`src/swvc_pkg.sv`:
```
`timescale 1ns / 1ps
// Package for the suspension wheel valve controller.
// Holds command, fault and register index codes, config and result types.
package swvc_pkg;

	localparam int LEVEL_BITS_DEF = 8;
	localparam int CFG_IDX_W = 3;
	localparam int CFG_DATA_W = 8;

	localparam logic [7:0] LEVEL_MAX_RST = 8'd255;
	localparam logic [7:0] LEVEL_MIN_RST = 8'd0;
	localparam logic [7:0] DEAD_BAND_RST = 8'd4;
	localparam logic [7:0] DEV_MIN_RST = 8'd4;
	localparam logic [7:0] DEF_TIMEOUT_RST = 8'd10;

	typedef enum logic [CFG_IDX_W-1:0] {
		CFG_LEVEL_MAX = 3'd0,
		CFG_LEVEL_MIN = 3'd1,
		CFG_DEAD_BAND = 3'd2,
		CFG_DEV_MIN = 3'd3,
		CFG_DEF_TIMEOUT = 3'd4
	} cfg_idx_t;

	typedef enum logic [1:0] {
		ACT_UP = 2'd0,
		ACT_DOWN = 2'd1,
		ACT_STOP = 2'd2,
		ACT_UNKNOWN = 2'd3
	} act_t;

	typedef enum logic [1:0] {
		FLT_NONE = 2'd0,
		FLT_NO_SAMPLE = 2'd1,
		FLT_NO_AVG = 2'd2,
		FLT_UNKNOWN_CMD = 2'd3
	} fault_t;

	typedef struct packed {
		logic [7:0] level_max;
		logic [7:0] level_min;
		logic [7:0] dead_band;
		logic [7:0] deviation_min;
		logic [7:0] default_timeout_sec;
	} cfg_t;

	typedef struct packed {
		logic   up_valve;
		logic   down_valve;
		logic   busy_res;
		fault_t fault;
	} res_t;

endpackage

```
`src/swvc_if.sv`:
```
`timescale 1ns / 1ps
// Channel interfaces: command item in, result item out, config writes.
// Depends on swvc_pkg for default widths.
interface swvc_cmd_if #(
	parameter int LEVEL_BITS = swvc_pkg::LEVEL_BITS_DEF
);
	logic                  valid;
	logic                  ready;
	logic                  func;
	logic [1:0]            cmd_kind;
	logic                  has_target;
	logic [LEVEL_BITS-1:0] target_level;
	logic                  has_timeout;
	logic [7:0]            timeout_sec;
	logic                  sample_valid;
	logic [LEVEL_BITS-1:0] level_sample;
	logic                  delta_valid;
	logic [7:0]            avg_delta;
	logic                  second_tick;

	modport source (
		output valid, func, cmd_kind, has_target, target_level, has_timeout, timeout_sec,
		output sample_valid, level_sample, delta_valid, avg_delta, second_tick,
		input  ready
	);
	modport sink (
		input  valid, func, cmd_kind, has_target, target_level, has_timeout, timeout_sec,
		input  sample_valid, level_sample, delta_valid, avg_delta, second_tick,
		output ready
	);
endinterface

interface swvc_res_if;
	logic       valid;
	logic       ready;
	logic       up_valve;
	logic       down_valve;
	logic       busy_res;
	logic [1:0] fault;

	modport source (output valid, up_valve, down_valve, busy_res, fault, input ready);
	modport sink (input valid, up_valve, down_valve, busy_res, fault, output ready);
endinterface

interface swvc_cfg_if;
	logic                                valid;
	logic                                ready;
	logic [swvc_pkg::CFG_IDX_W-1:0]      index;
	logic [swvc_pkg::CFG_DATA_W-1:0]     data;

	modport source (output valid, index, data, input ready);
	modport sink (input valid, index, data, output ready);
endinterface

```
`src/swvc_cfg_regs.sv`:
```
`timescale 1ns / 1ps
// Configuration register file: limits, dead band, deviation minimum, timeout.
// Depends on swvc_pkg and swvc_cfg_if.
module swvc_cfg_regs (
	input  logic             clk,
	input  logic             arst_n,
	swvc_cfg_if.sink         cfg,
	output swvc_pkg::cfg_t   regs
);
	import swvc_pkg::*;

	cfg_t regs_q;

	assign cfg.ready = 1'b1;
	assign regs = regs_q;

	always_ff @(posedge clk or negedge arst_n) begin
		if (!arst_n) begin
			regs_q.level_max <= LEVEL_MAX_RST;
			regs_q.level_min <= LEVEL_MIN_RST;
			regs_q.dead_band <= DEAD_BAND_RST;
			regs_q.deviation_min <= DEV_MIN_RST;
			regs_q.default_timeout_sec <= DEF_TIMEOUT_RST;
		end else if (cfg.valid) begin
			unique case (cfg_idx_t'(cfg.index))
				CFG_LEVEL_MAX:   regs_q.level_max <= cfg.data;
				CFG_LEVEL_MIN:   regs_q.level_min <= cfg.data;
				CFG_DEAD_BAND:   regs_q.dead_band <= cfg.data;
				CFG_DEV_MIN:     regs_q.deviation_min <= cfg.data;
				CFG_DEF_TIMEOUT: regs_q.default_timeout_sec <= cfg.data;
				default: ;
			endcase
		end
	end

endmodule

```
`src/swvc_ctrl.sv`:
```
`timescale 1ns / 1ps
// Wheel control state and per-item decision logic: command load, timer,
// auto/manual drive, stop handling. Depends on swvc_pkg.
module swvc_ctrl #(
	parameter int LEVEL_BITS = swvc_pkg::LEVEL_BITS_DEF
) (
	input  logic                  clk,
	input  logic                  arst_n,
	input  logic                  step,
	input  swvc_pkg::cfg_t        cfg,
	input  logic                  func,
	input  logic [1:0]            cmd_kind,
	input  logic                  has_target,
	input  logic [LEVEL_BITS-1:0] target_level,
	input  logic                  has_timeout,
	input  logic [7:0]            timeout_sec,
	input  logic                  sample_valid,
	input  logic [LEVEL_BITS-1:0] level_sample,
	input  logic                  delta_valid,
	input  logic [7:0]            avg_delta,
	input  logic                  second_tick,
	output swvc_pkg::res_t        res
);
	import swvc_pkg::*;

	logic                  running_q;
	act_t                  action_q;
	logic [LEVEL_BITS-1:0] goal_q;
	logic [7:0]            elapsed_q;
	logic [7:0]            limit_q;
	logic [1:0]            valve_q;

	logic                  run;
	act_t                  act;
	logic [LEVEL_BITS-1:0] goal;
	logic [7:0]            el;
	logic [7:0]            lim;
	logic [1:0]            valve;
	fault_t                flt;
	logic                  skip;
	logic                  chk;

	logic [LEVEL_BITS-1:0] goal_sel;
	logic [LEVEL_BITS-1:0] db;
	logic [LEVEL_BITS-1:0] lo;
	logic [LEVEL_BITS:0]   hi;
	logic                  allow_up;
	logic                  allow_down;

	assign goal_sel = (func && has_target) ? target_level : goal_q;
	assign db = LEVEL_BITS'(cfg.dead_band);
	assign lo = (goal_sel > db) ? goal_sel - db : '0;
	assign hi = {1'b0, goal_sel} + {1'b0, db};
	assign allow_up = level_sample < LEVEL_BITS'(cfg.level_max);
	assign allow_down = level_sample > LEVEL_BITS'(cfg.level_min);

	always_comb begin
		run = running_q;
		act = action_q;
		goal = goal_q;
		el = elapsed_q;
		lim = limit_q;
		valve = valve_q;
		flt = FLT_NONE;
		skip = 1'b0;
		chk = 1'b1;
		if (func) begin
			run = 1'b1;
			el = '0;
			act = act_t'(cmd_kind);
			lim = has_timeout ? timeout_sec : cfg.default_timeout_sec;
			goal = goal_sel;
			if (act == ACT_UNKNOWN) begin
				skip = 1'b1;
				flt = FLT_UNKNOWN_CMD;
			end
		end else if (!running_q) begin
			skip = 1'b1;
		end else if (second_tick && el != 8'hFF) begin
			el = el + 8'd1;
		end
		if (!skip) begin
			if (!sample_valid) begin
				run = 1'b0;
				flt = FLT_NO_SAMPLE;
			end else begin
				if (goal != '0) begin
					if (!delta_valid) begin
						run = 1'b0;
						flt = FLT_NO_AVG;
						chk = 1'b0;
					end else if (avg_delta < cfg.deviation_min) begin
						run = 1'b0;
					end else if (level_sample < lo && allow_up) begin
						act = ACT_UP;
					end else if ({1'b0, level_sample} > hi && allow_down) begin
						act = ACT_DOWN;
					end else begin
						act = ACT_STOP;
					end
				end else begin
					if (act == ACT_UP && !allow_up) act = ACT_STOP;
					if (act == ACT_DOWN && !allow_down) act = ACT_STOP;
				end
				if (chk && run) run = el < lim;
			end
			case (act)
				ACT_UP:   valve = 2'b01;
				ACT_DOWN: valve = 2'b10;
				ACT_STOP: valve = 2'b00;
				default: ;
			endcase
			if (!run) begin
				act = ACT_UNKNOWN;
				goal = '0;
				el = '0;
				valve = 2'b00;
			end
		end
	end

	assign res.up_valve = valve[0];
	assign res.down_valve = valve[1];
	assign res.busy_res = run;
	assign res.fault = flt;

	always_ff @(posedge clk or negedge arst_n) begin
		if (!arst_n) begin
			running_q <= 1'b0;
			action_q <= ACT_UNKNOWN;
			goal_q <= '0;
			elapsed_q <= '0;
			limit_q <= '0;
			valve_q <= 2'b00;
		end else if (step) begin
			running_q <= run;
			action_q <= act;
			goal_q <= goal;
			elapsed_q <= el;
			limit_q <= lim;
			valve_q <= valve;
		end
	end

`ifndef SYNTHESIS
	a_idle_clean: assert property (@(posedge clk) disable iff (!arst_n)
		!running_q |-> (action_q == ACT_UNKNOWN && goal_q == '0 && elapsed_q == '0
			&& valve_q == 2'b00))
		else $error("idle wheel holds stale command state");

	a_valves_excl: assert property (@(posedge clk) disable iff (!arst_n)
		valve_q != 2'b11)
		else $error("both valves open");

	a_fault_stops: assert property (@(posedge clk) disable iff (!arst_n)
		step && (res.fault == FLT_NO_SAMPLE || res.fault == FLT_NO_AVG) |-> !res.busy_res)
		else $error("wheel keeps running after a missing input");

	a_timer_hold: assert property (@(posedge clk) disable iff (!arst_n)
		!step |=> $stable(elapsed_q) && $stable(running_q))
		else $error("control state moved without an item");
`endif

endmodule

```
`src/suspension_wheel_valve_control.sv`:
```
`timescale 1ns / 1ps
// Air-suspension wheel valve controller, top level.
// An accepted item passes an input register, then a result register, before its result is valid.
// One item per cycle while res.ready allows; the decision logic is a single pass of compares.
// Reset (arst_n low, async): wheel idle, valves closed, config registers to defaults.
// Depends on swvc_pkg, swvc_if, swvc_cfg_regs, swvc_ctrl.
module suspension_wheel_valve_control #(
	parameter int LEVEL_BITS = swvc_pkg::LEVEL_BITS_DEF
) (
	input  logic       clk,
	input  logic       arst_n,
	swvc_cmd_if.sink   cmd,
	swvc_res_if.source res,
	swvc_cfg_if.sink   cfg
);
	import swvc_pkg::*;

	logic                  valid_s1;
	logic                  func_s1;
	logic [1:0]            cmd_kind_s1;
	logic                  has_target_s1;
	logic [LEVEL_BITS-1:0] target_level_s1;
	logic                  has_timeout_s1;
	logic [7:0]            timeout_sec_s1;
	logic                  sample_valid_s1;
	logic [LEVEL_BITS-1:0] level_sample_s1;
	logic                  delta_valid_s1;
	logic [7:0]            avg_delta_s1;
	logic                  second_tick_s1;

	logic                  res_valid_q;
	res_t                  res_q;

	cfg_t                  regs;
	res_t                  res_c;
	logic                  adv;
	logic                  step;

	assign adv = !res_valid_q || res.ready;
	assign step = valid_s1 && adv;
	assign cmd.ready = !valid_s1 || adv;

	swvc_cfg_regs u_cfg (
		.clk    (clk),
		.arst_n (arst_n),
		.cfg    (cfg),
		.regs   (regs)
	);

	swvc_ctrl #(.LEVEL_BITS(LEVEL_BITS)) u_ctrl (
		.clk          (clk),
		.arst_n       (arst_n),
		.step         (step),
		.cfg          (regs),
		.func         (func_s1),
		.cmd_kind     (cmd_kind_s1),
		.has_target   (has_target_s1),
		.target_level (target_level_s1),
		.has_timeout  (has_timeout_s1),
		.timeout_sec  (timeout_sec_s1),
		.sample_valid (sample_valid_s1),
		.level_sample (level_sample_s1),
		.delta_valid  (delta_valid_s1),
		.avg_delta    (avg_delta_s1),
		.second_tick  (second_tick_s1),
		.res          (res_c)
	);

	always_ff @(posedge clk or negedge arst_n) begin
		if (!arst_n) begin
			valid_s1 <= 1'b0;
			res_valid_q <= 1'b0;
		end else begin
			if (cmd.ready) valid_s1 <= cmd.valid;
			if (adv) res_valid_q <= valid_s1;
		end
	end

	always_ff @(posedge clk) begin
		if (cmd.valid && cmd.ready) begin
			func_s1 <= cmd.func;
			cmd_kind_s1 <= cmd.cmd_kind;
			has_target_s1 <= cmd.has_target;
			target_level_s1 <= cmd.target_level;
			has_timeout_s1 <= cmd.has_timeout;
			timeout_sec_s1 <= cmd.timeout_sec;
			sample_valid_s1 <= cmd.sample_valid;
			level_sample_s1 <= cmd.level_sample;
			delta_valid_s1 <= cmd.delta_valid;
			avg_delta_s1 <= cmd.avg_delta;
			second_tick_s1 <= cmd.second_tick;
		end
		if (step) res_q <= res_c;
	end

	assign res.valid = res_valid_q;
	assign res.up_valve = res_q.up_valve;
	assign res.down_valve = res_q.down_valve;
	assign res.busy_res = res_q.busy_res;
	assign res.fault = res_q.fault;

endmodule

```
`src/flat_wrapper.sv`:
```
// flat-port wrapper written by rule: the top's interface ports become plain ports
module suspension_wheel_valve_control_flat import swvc_pkg::*;
#(
	parameter int LEVEL_BITS = swvc_pkg::LEVEL_BITS_DEF
)
  (clk, arst_n, cmd_valid, cmd_func, cmd_cmd_kind, cmd_has_target, cmd_target_level, cmd_has_timeout, cmd_timeout_sec, cmd_sample_valid, cmd_level_sample, cmd_delta_valid, cmd_avg_delta, cmd_second_tick, cmd_ready, res_valid, res_up_valve, res_down_valve, res_busy_res, res_fault, res_ready, cfg_valid, cfg_index, cfg_data, cfg_ready);
  swvc_cmd_if #(.LEVEL_BITS(LEVEL_BITS)) cmd_i ();
  swvc_res_if res_i ();
  swvc_cfg_if cfg_i ();
  input  logic clk;
  input  logic arst_n;
  input wire logic [$bits(cmd_i.valid)-1:0] cmd_valid;
  input wire logic [$bits(cmd_i.func)-1:0] cmd_func;
  input wire logic [$bits(cmd_i.cmd_kind)-1:0] cmd_cmd_kind;
  input wire logic [$bits(cmd_i.has_target)-1:0] cmd_has_target;
  input wire logic [$bits(cmd_i.target_level)-1:0] cmd_target_level;
  input wire logic [$bits(cmd_i.has_timeout)-1:0] cmd_has_timeout;
  input wire logic [$bits(cmd_i.timeout_sec)-1:0] cmd_timeout_sec;
  input wire logic [$bits(cmd_i.sample_valid)-1:0] cmd_sample_valid;
  input wire logic [$bits(cmd_i.level_sample)-1:0] cmd_level_sample;
  input wire logic [$bits(cmd_i.delta_valid)-1:0] cmd_delta_valid;
  input wire logic [$bits(cmd_i.avg_delta)-1:0] cmd_avg_delta;
  input wire logic [$bits(cmd_i.second_tick)-1:0] cmd_second_tick;
  output wire logic [$bits(cmd_i.ready)-1:0] cmd_ready;
  output wire logic [$bits(res_i.valid)-1:0] res_valid;
  output wire logic [$bits(res_i.up_valve)-1:0] res_up_valve;
  output wire logic [$bits(res_i.down_valve)-1:0] res_down_valve;
  output wire logic [$bits(res_i.busy_res)-1:0] res_busy_res;
  output wire logic [$bits(res_i.fault)-1:0] res_fault;
  input wire logic [$bits(res_i.ready)-1:0] res_ready;
  input wire logic [$bits(cfg_i.valid)-1:0] cfg_valid;
  input wire logic [$bits(cfg_i.index)-1:0] cfg_index;
  input wire logic [$bits(cfg_i.data)-1:0] cfg_data;
  output wire logic [$bits(cfg_i.ready)-1:0] cfg_ready;
  assign cmd_i.valid = cmd_valid;
  assign cmd_i.func = cmd_func;
  assign cmd_i.cmd_kind = cmd_cmd_kind;
  assign cmd_i.has_target = cmd_has_target;
  assign cmd_i.target_level = cmd_target_level;
  assign cmd_i.has_timeout = cmd_has_timeout;
  assign cmd_i.timeout_sec = cmd_timeout_sec;
  assign cmd_i.sample_valid = cmd_sample_valid;
  assign cmd_i.level_sample = cmd_level_sample;
  assign cmd_i.delta_valid = cmd_delta_valid;
  assign cmd_i.avg_delta = cmd_avg_delta;
  assign cmd_i.second_tick = cmd_second_tick;
  assign cmd_ready = cmd_i.ready;
  assign res_valid = res_i.valid;
  assign res_up_valve = res_i.up_valve;
  assign res_down_valve = res_i.down_valve;
  assign res_busy_res = res_i.busy_res;
  assign res_fault = res_i.fault;
  assign res_i.ready = res_ready;
  assign cfg_i.valid = cfg_valid;
  assign cfg_i.index = cfg_index;
  assign cfg_i.data = cfg_data;
  assign cfg_ready = cfg_i.ready;
  suspension_wheel_valve_control #(.LEVEL_BITS(LEVEL_BITS)) u_core (.clk(clk), .arst_n(arst_n), .cmd(cmd_i), .res(res_i), .cfg(cfg_i));
endmodule
```
`config.mk`:
```
export PLATFORM = sky130hd
export DESIGN_NAME = suspension_wheel_valve_control_flat
export DESIGN_NICKNAME = d
export VERILOG_FILES = /design/src/swvc_pkg.sv /design/src/swvc_if.sv /design/src/swvc_cfg_regs.sv /design/src/swvc_ctrl.sv /design/src/suspension_wheel_valve_control.sv /design/src/flat_wrapper.sv
export SDC_FILE = /design/constraint.sdc
export NUM_CORES = 1
export LEC_CHECK = 0
export BUFFER_PORTS_ARGS = -buffer_cell sky130_fd_sc_hd__buf_4
export CAP_MARGIN = 20
export CORE_UTILIZATION = 50
export CTS_CLUSTER_SIZE = 14
export DETAILED_ROUTE_END_ITERATION = 12
export PLACE_DENSITY = 0.8
export SYNTH_ARGS = -nofsm -noshare
export SYNTH_HDL_FRONTEND = slang
export SYNTH_HIERARCHICAL = 1
export SYNTH_SLANG_ARGS = --single-unit
```
`constraint.sdc`:
```
create_clock -name clk -period 4 [get_ports clk]
set_input_delay 0.8 -clock clk [delete_from_list [all_inputs] [get_ports clk]]
set_output_delay 0.8 -clock clk [all_outputs]
set_load 0.02 [all_outputs]
```
======== Yosys cells after proc, flatten, opt, wreduce, memory -nomap -nowiden ========
Index checks and enable logic that the tools add are counted.
storage, ports and cells
  output and inout bits ................... 8
  bits of input ports ..................... 56
  logic and storage cells ................. 124
  bits in registers ....................... 116
operators by class
  reductions and logical operators ........ 24
  order comparisons ....................... 7
  equal/unequal tests ..................... 9
  add/subtract/negate cells ............... 3
  muxes and demuxes ....................... 53
operator list
  operator                                             number
  two-way mux 8 bit                                    12
  two-way mux 2 bit                                    23
  less-than comparator 8 bit                           4
  two-way mux 1 bit                                    17
  > comparator 8 bit                                   2
  AND reduction 2 bit                                  5
  adder 8 x 8 -> 9 bit                                 1
  > comparator 8 x 9 -> 1 bit                          1
  logical AND 1 bit                                    9
  adder 8 x 1 -> 8 bit, second input constant          1
  inequality test 8 bit, second input constant         1
  nonzero test 8 bit                                   1
  subtractor 8 bit                                     1
  equality test 3 x 2 -> 1 bit, second input constant  2
  case mux 2 bit (3 select lines)                      1
  equality test 2 x 1 -> 1 bit, second input constant  2
  equality test 2 bit, second input constant           2
  zero test 1 bit                                      4
  zero test 2 bit                                      2
  equality test 3 x 1 -> 1 bit, second input constant  1
  equality test 3 bit, second input constant           1
  zero test 3 bit                                      1
  logical OR 1 bit                                     2

======== Logic depth before layout (Yosys ltp) ========
Gate-level depths: netlist of run 1.
  depth after elaboration ................. 17
  mapped depth ............................ 19
  mapped depth without buffers ............ 19

======== By module ========
The synthesis of run 1 kept the hierarchy.
modules (own cells, without submodules)
  module                          area each (um^2)  times used  cells an instance  sequential area each (um^2)
  swvc_ctrl                       3548.4            1           423                728.2
  swvc_cfg_regs                   1555.2            1           90                 1016.0
  suspension_wheel_valve_control  1455.1            1           53                 1401.3

======== Least setup slack after synthesis of run 1 ========
Ideal clock, no wire load.
  path kind ............................... flip-flop to flip-flop
  start ................................... register u_core.func_s1
  end ..................................... register u_core.res_q (netlist bit u_core/res.up_valve) (data pin)
  path buffers ............................ 1
  arrival time ............................ 3518 ps
  path slack .............................. 210 ps
  data required time ...................... 3728 ps
  stages on the path, launching flop included .. 18
  setup time .............................. 272 ps
  clock period less this slack ............ 3790 ps
  path through ............................ edfxtp_1 > nand2_2 > mux2_2 > ha_1 > buf_2 > o21ba_1 > o21bai_1 > a21oi_1 > nor2_1 > nor2_1 > xnor2_1 > ha_1 > a21o_1 > a21o_1 > o221ai_1 > nor4_4 > o41ai_1 > o32ai_1
RTL lines
  element                 line                                  source
  from (decl)             suspension_wheel_valve_control.sv:19  logic func_s1;
  from (signal assigned)  suspension_wheel_valve_control.sv:81  func_s1 <= cmd.func;
  to (signal assigned)    suspension_wheel_valve_control.sv:93  if (step) res_q <= res_c;
  to (decl)               suspension_wheel_valve_control.sv:32  res_t res_q;

==> run metrics, run 1 <==
transition time at the pin with the least slew margin=993 ps; area share of the largest cell type after synthesis=0.217; Gate Count Post-Synth=566; final hold violation count=0; worst path bufs/invs=2; path category of the worst min-delay check=flop to flop; Max Transition Viols Final=0; element type at the critical path start=flop; area of the mapped netlist=6560 µm²; critical path data arrival time=4070 ps; critical path required time=4160 ps; R2R Setup Slk=80 ps; TritonCTS clock tree=yes; standard-cell rows=41; startpoint of the worst-slack reg-to-reg timing path=u_core/has_target_s1; post-place instance area=7300 µm²; first-pass GRT wire length=24600 µm; Slew headroom=0.337; share of final-layout standard cells stronger than drive strength 1=0.346; FMAX=255 MHz; maximum count of clock buffers along a single path=2; vias after detailed routing=4817; average size of a mapped cell=11.6 µm²; Max Cap Violations=0; router iterations before antenna repair=5; Setup CP Type=flop to flop; CP max stage delay=440 ps; pin count of the biggest net entering global routing=72; number of sinks on the clock net=116; antenna-violating nets left=0; relative area change from synthesis to final layout=27.3%; FFs w/ async S/R, synth=0.612; net count of the finished layout=777; overflow left after global routing=0; Final Routed Wirelength=15300 µm; port bufs=62; total routing usage reported by global routing=0.242; number of cells traversed by the worst hold path=2; leading post-synthesis cells by instance count=61 x sky130_fd_sc_hd__ha_1, 57 x sky130_fd_sc_hd__dfrtp_1, 49 x sky130_fd_sc_hd__mux2_2, 45 x sky130_fd_sc_hd__edfxtp_1, 45 x sky130_fd_sc_hd__inv_1; Inserted Clock Buffers=17; critical path, cell by cell=nand2_4, mux2i_4, inv_2, ha_4, o21bai_1, a21oi_2, o21bai_1, a21oi_2, o31ai_2, xor2_1, ha_1, nand3_2, nor2_1, a311o_1, nor4_4, buf_6, a21o_1, o32ai_2; shortest clock period the worst path allows after layout=3920 ps; die area=13600 µm²; Worst-Skew Late Latency=420 ps; Die Y=117 µm; cell count after placement=801; detailed placer's ending HPWL=10600 µm; endpoint class of the critical path=flop; depth of the CTS H-tree=4; share of the yosys chip area belonging to registers=0.480; effective utilization at floorplan=0.516; total setup violations reported at the end of the flow=0; count of distinct cell types in the synthesized netlist=68; Hold Slack=480 ps; number of global-route vias before repair=5123; final period utilization=0.979; leading post-synthesis cells by cell area=sky130_fd_sc_hd__dfrtp_1 22%, sky130_fd_sc_hd__edfxtp_1 21%, sky130_fd_sc_hd__ha_1 12%, sky130_fd_sc_hd__mux2_2 8.4%, sky130_fd_sc_hd__dfstp_2 5.6%; violation count after the first detailed-route iteration=265; result of the run=completed; diode insertion count for antenna repair=0; post-route design area=8350 µm²; core area=12700 µm²; CP max-delay cell=sky130_fd_sc_hd__edfxtp_1; RSZ-0062 raised after global routing=true; number of antenna violations at the first check in global routing=0; Overall Power=4.66 mW; number of nets in the synthesized netlist=685; Root Buffer=sky130_fd_sc_hd__clkbuf_16; Cell Pwr Density=558 nW/µm²; clock-pin slew on the worst setup and hold paths=50 ps; most used flip-flop cell after synthesis=sky130_fd_sc_hd__dfrtp_1; DRC errors left=0; capturing point of the worst reg2reg path=u_core/res.up_valve; family with the most delay on the worst path=compound AO/OA/AOI/OAI gates; x dimension of the die=117 µm; number of cells on the worst reg-to-reg path=18; RD Place Congestion=0.892; Synth warnings=6; start point of the worst min-delay path=u_core/u_ctrl/limit_q[4]; leakage power figure=3.68 nW; drt wl/cell=18.2 µm; number of flops mapped to enable cells by yosys=45; Top Ports=64; Cell Count, Final, Fillers Out=843; Hold Crit Endpoint=u_core/u_ctrl/limit_q[4]; cell accounting for the most synthesized area=sky130_fd_sc_hd__dfrtp_1; maximum VDD drop=380 µV; CP max FO=6; library cell with the highest instance count after synthesis=sky130_fd_sc_hd__ha_1; setup skew after layout=13.1 ps; total of flip-flops plus latches after synthesis=116; per-cell via count in the routed design=5.71
==> report_power, final <==
group	total, mW	internal, mW	switching [mW]
registers	1.56	1.44	0.120
clock network	1.70	1.16	0.537
logic	1.41	0.676	0.729
total	4.66	3.28	1.39
==> cells by family (layout without fill, tap and decap cells) <==
family / after synthesis / after routing / share of synthesized area
adders and majority gates: 63 / 63 / 0.122
and+or+nand+nor: 117 / 117 / 0.103
AOI/OAI and AO/OA: 126 / 126 / 0.128
other: 1 / 1 / 0.000572
xor gates and xnor gates: 15 / 15 / 0.0200
muxes: 63 / 63 / 0.106
DFF: 116 / 116 / 0.480
buffers and inverters: 65 / 170 / 0.0404
==> registers in the layout, indices dropped and copies added, names as in the netlist, 8 cells and up <==
name	flops
u_core/avg_delta_s1	8
u_core/level_sample_s1	8
u_core/target_level_s1	8
u_core/timeout_sec_s1	8
u_core/u_cfg/regs	40
u_core/u_ctrl/elapsed_q	8
u_core/u_ctrl/goal_q	8
u_core/u_ctrl/limit_q	8
==> cell usage in the layout, fill, tap and decap left out, types with 10 or more instances in the layout <==
cell / Yosys / layout
sky130_fd_sc_hd__ha_1: 61 / 52
sky130_fd_sc_hd__nor2_1: 23 / 23
sky130_fd_sc_hd__buf_4: 3 / 90
sky130_fd_sc_hd__o21ai_0: 21 / 17
sky130_fd_sc_hd__mux2i_1: 13 / 11
sky130_fd_sc_hd__a21oi_1: 37 / 30
sky130_fd_sc_hd__nand4_1: 10 / 10
sky130_fd_sc_hd__dfstp_2: 14 / 14
sky130_fd_sc_hd__inv_1: 45 / 42
sky130_fd_sc_hd__mux2_2: 49 / 43
sky130_fd_sc_hd__nand2_1: 29 / 29
sky130_fd_sc_hd__dfrtp_1: 57 / 57
sky130_fd_sc_hd__edfxtp_1: 45 / 45
sky130_fd_sc_hd__clkbuf_16: 0 / 17
sky130_fd_sc_hd__a22o_1: 16 / 16
==> stage by stage <==
step | TNS, ps | setup WS, ps | utilization
after global placement | -12.8 | -12.8 | 0.574
final | 0 | 83.8 | 0.656
after global routing | -455 | -129 | 0.656
after floorplan | 0 | 210 | -
after detailed placement | -224 | -114 | 0.574
after CTS | 0 | 0.442 | 0.633
==> worst register-to-register path: stages (launching register included) <==
cell and delay [ps]:
sky130_fd_sc_hd__edfxtp_1 440, sky130_fd_sc_hd__nand2_4 180, sky130_fd_sc_hd__mux2i_4 290, sky130_fd_sc_hd__inv_2 90, sky130_fd_sc_hd__ha_4 230, sky130_fd_sc_hd__o21bai_1 180
sky130_fd_sc_hd__a21oi_2 100, sky130_fd_sc_hd__o21bai_1 190, sky130_fd_sc_hd__a21oi_2 100, sky130_fd_sc_hd__o31ai_2 210, sky130_fd_sc_hd__xor2_1 180, sky130_fd_sc_hd__ha_1 270
sky130_fd_sc_hd__nand3_2 90, sky130_fd_sc_hd__nor2_1 40, sky130_fd_sc_hd__a311o_1 400, sky130_fd_sc_hd__nor4_4 230, sky130_fd_sc_hd__buf_6 170, sky130_fd_sc_hd__a21o_1 170
sky130_fd_sc_hd__o32ai_2 100
==> final cells by class <==
class / count / area, µm²
Timing Repair Buffer: 92 / 698
Inverter: 46 / 173
Clock buffer: 18 / 429
Tap cell: 172 / 215
Fill cell: 966 / 4370
Clock inverter: 14 / 233
Sequential cell: 116 / 3150
Multi-Input combinational cell: 385 / 3460
==> repair_timing <==
action | 4_1_cts | 5_1_grt
resized for setup | 11 | 51
endpoints found under the setup margin | 3 | 13
setup buffers | 3 | 7
pin swaps | 6 | 28
hold buffers | 0 | 0
==> worst max path at each step <==
stage	cells after the start	end	start	slack [ps]
2_1_floorplan	17	u_core/res.up_valve	u_core/func_s1	210
3_3_place_gp	19	u_core/res.down_valve	u_core/has_target_s1	-10
3_5_place_dp	19	u_core/res.down_valve	u_core/has_target_s1	-110
4_1_cts	20	u_core/res.up_valve	u_core/func_s1	0.4
5_1_grt	17	u_core/res.down_valve	u_core/has_target_s1	-130
6_report	18	u_core/res.up_valve	u_core/has_target_s1	80
==> metal layers <==
layer / wire length, µm / GRT usage / vias up
met5: 0 / 0 / -
met3: 603 / 0.0628 / 20
li1: - / - / 2272
met1: 6330 / 0.277 / 2418
met2: 8150 / 0.433 / 107
met4: 265 / 0.0945 / 0
Note: power is estimated with default switching activity, not from simulation.
==> inputs of run 2 (changes only) <==
==> constraint.sdc (replaced) <==
create_clock -name clk -period 4 [get_ports clk]
set_input_delay 0 -clock clk [delete_from_list [all_inputs] [get_ports clk]]
set_output_delay 0 -clock clk [all_outputs]
set_load 0.02 [all_outputs]
==> run 2 against run 1 <==
Effect of this change:
- combinational power up 3%
- routed wire length up 5.9%
- register-to-register slack about the same
- sequential power about the same
- flip-flop and latch count unchanged
- largest power group unchanged
- highest routed layer unchanged
==> run metrics, run 2 (same netlist as run 1, synthesis figures left out) <==
result of the run=completed; core area=12700 µm²; Cell Pwr Density=531 nW/µm²; post-route design area=8870 µm²; shortest clock period the worst path allows after layout=3900 ps; number of cells on the critical path=18; path category of the worst min-delay check=input pin to flop; vias after detailed routing=5089; detailed placer's ending HPWL=10600 µm; share of final-layout standard cells stronger than drive strength 1=0.321; router iterations before antenna repair=5; critical path required time=4140 ps; number of global-route vias before repair=5357; most common library cell in the layout ignoring fill and taps=sky130_fd_sc_hd__buf_4; number of cells traversed by the worst hold path=3; CP max stage delay=430 ps; maximum count of clock buffers along a single path=2; Max Transition Viols Final=0; setup skew after layout=10.5 ps; transition time at the pin with the least slew margin=1010 ps; net count of the finished layout=829; DRC errors left=0; most used cells in the layout excluding fill and tap cells=90 x sky130_fd_sc_hd__buf_4, 57 x sky130_fd_sc_hd__dfrtp_1, 52 x sky130_fd_sc_hd__dlygate4sd3_1, 52 x sky130_fd_sc_hd__ha_1, 45 x sky130_fd_sc_hd__edfxtp_1; leakage power figure=3.89 nW; Die Y=117 µm; die area=13600 µm²; per-cell via count in the routed design=5.68; overflow left after global routing=0; critical path, cell by cell=nand2_4, mux2i_4, inv_2, ha_4, o21bai_1, a21oi_2, o21bai_1, a21oi_2, o31ai_2, xor2_1, ha_1, nand3_2, nor2_1, a311o_1, nor4_4, buf_6, a21o_1, o32ai_2; violation count after the first detailed-route iteration=230; Finished Core Util=0.697; cell count after placement=801; Final Routed Wirelength=16200 µm; endpoint class of the critical path=flop; CP max FO=6; drt wl/cell=18.1 µm; maximum VDD drop=381 µV; total routing usage reported by global routing=0.254; RD Place Congestion=0.892; TritonCTS clock tree=yes; worst path bufs/invs=2; FMAX=256 MHz; depth of the CTS H-tree=4; Top Ports=64; antenna-violating nets left=0; element type at the critical path start=flop; post-place instance area=7300 µm²; Max Cap Violations=0; Inserted Clock Buffers=17; clock-pin slew on the worst setup and hold paths=50 ps; relative area change from synthesis to final layout=35.3%; number of antenna violations at the first check in global routing=1; first-pass GRT wire length=25800 µm; Worst-Skew Late Latency=420 ps; number of flip-flops in the largest register=40; Slew headroom=0.323; number of cells on the worst reg-to-reg path=18; port bufs=62; Root Buffer=sky130_fd_sc_hd__clkbuf_16; standard-cell rows=41; critical path data arrival time=4050 ps; Setup CP Type=flop to flop; effective utilization at floorplan=0.516; family with the most delay on the worst path=compound AO/OA/AOI/OAI gates; final period utilization=0.976; pin count of the biggest net entering global routing=72; total setup violations reported at the end of the flow=0; number of sinks on the clock net=116; final hold violation count=0; RSZ-0062 raised after global routing=true; CP max-delay cell=sky130_fd_sc_hd__edfxtp_1; Cell Count, Final, Fillers Out=896; x dimension of the die=117 µm
-- run 2: changes by cell type in the layout (fill, tap and decap cells not counted), sizes merged --
cell | previous run | this run
dlygate4sd3 | 0 | 52
diode | 0 | 1
-- run 2: path summary, 6_finish.rpt --
check	startpoint	end	slack, ps
max	u_core/has_target_s1	u_core/res.up_valve	100
max in group asynchronous	arst_n	u_core/u_ctrl/elapsed_q[0]	3140
min in group asynchronous	arst_n	u_core/u_cfg/regs[13]	260
max reg2reg	u_core/has_target_s1	u_core/res.up_valve	100
min reg2reg	u_core/u_ctrl/limit_q[4]	u_core/u_ctrl/limit_q[4]	490
min	cfg_index[2]	u_core/u_cfg/regs[38]	30
-- run 2: per-stage QoR --
step                      power [mW]  setup slack (ps)  setup TNS [ps]  hold WS [ps]
after floorplan                 2.37               210               0          -296
after detailed placement        2.75              -114            -224           179
after global placement          2.69             -12.8           -12.8           178
after CTS                       4.54             0.442               0          18.2
final                           4.71              95.2               0          34.3
after global routing            4.96              -114            -380          39.7
-- run 2: area by class of cell --
class	count	area, µm²
diodes	1	2.50
fillers	903	3850
clock buffers	18	429
well taps	172	215
flip-flops and latches	116	3150
multi-input cells	385	3460
repair buffers	144	1220
inverters	46	173
clock inverters	14	233
-- run 2: worst min-delay path: cells and delay by family --
| kind | cells | cell delay [ps] |
|---|---|---|
| buffers and inverters | 1 | 110 |
| and+or+nand+nor | 1 | 80 |
| muxes | 1 | 220 |
-- run 2: power breakdown --
group	internal (mW)	switching [mW]
logic	0.711	0.742
clock network	1.16	0.539
registers	1.44	0.120
-- run 2: routing by layer --
metal,wire length [µm],GRT usage
met4,326,0.108
met2,8720,0.457
met5,0,0
met1,6750,0.288
met3,454,0.0592
-- run 2: timing repair --
action	4_1_cts	5_1_grt
endpoints found under the hold margin	139	0
hold buffers	52	0
resized for setup	11	51
pin swaps	6	28
endpoints found under the setup margin	3	14
buffers inserted	3	7
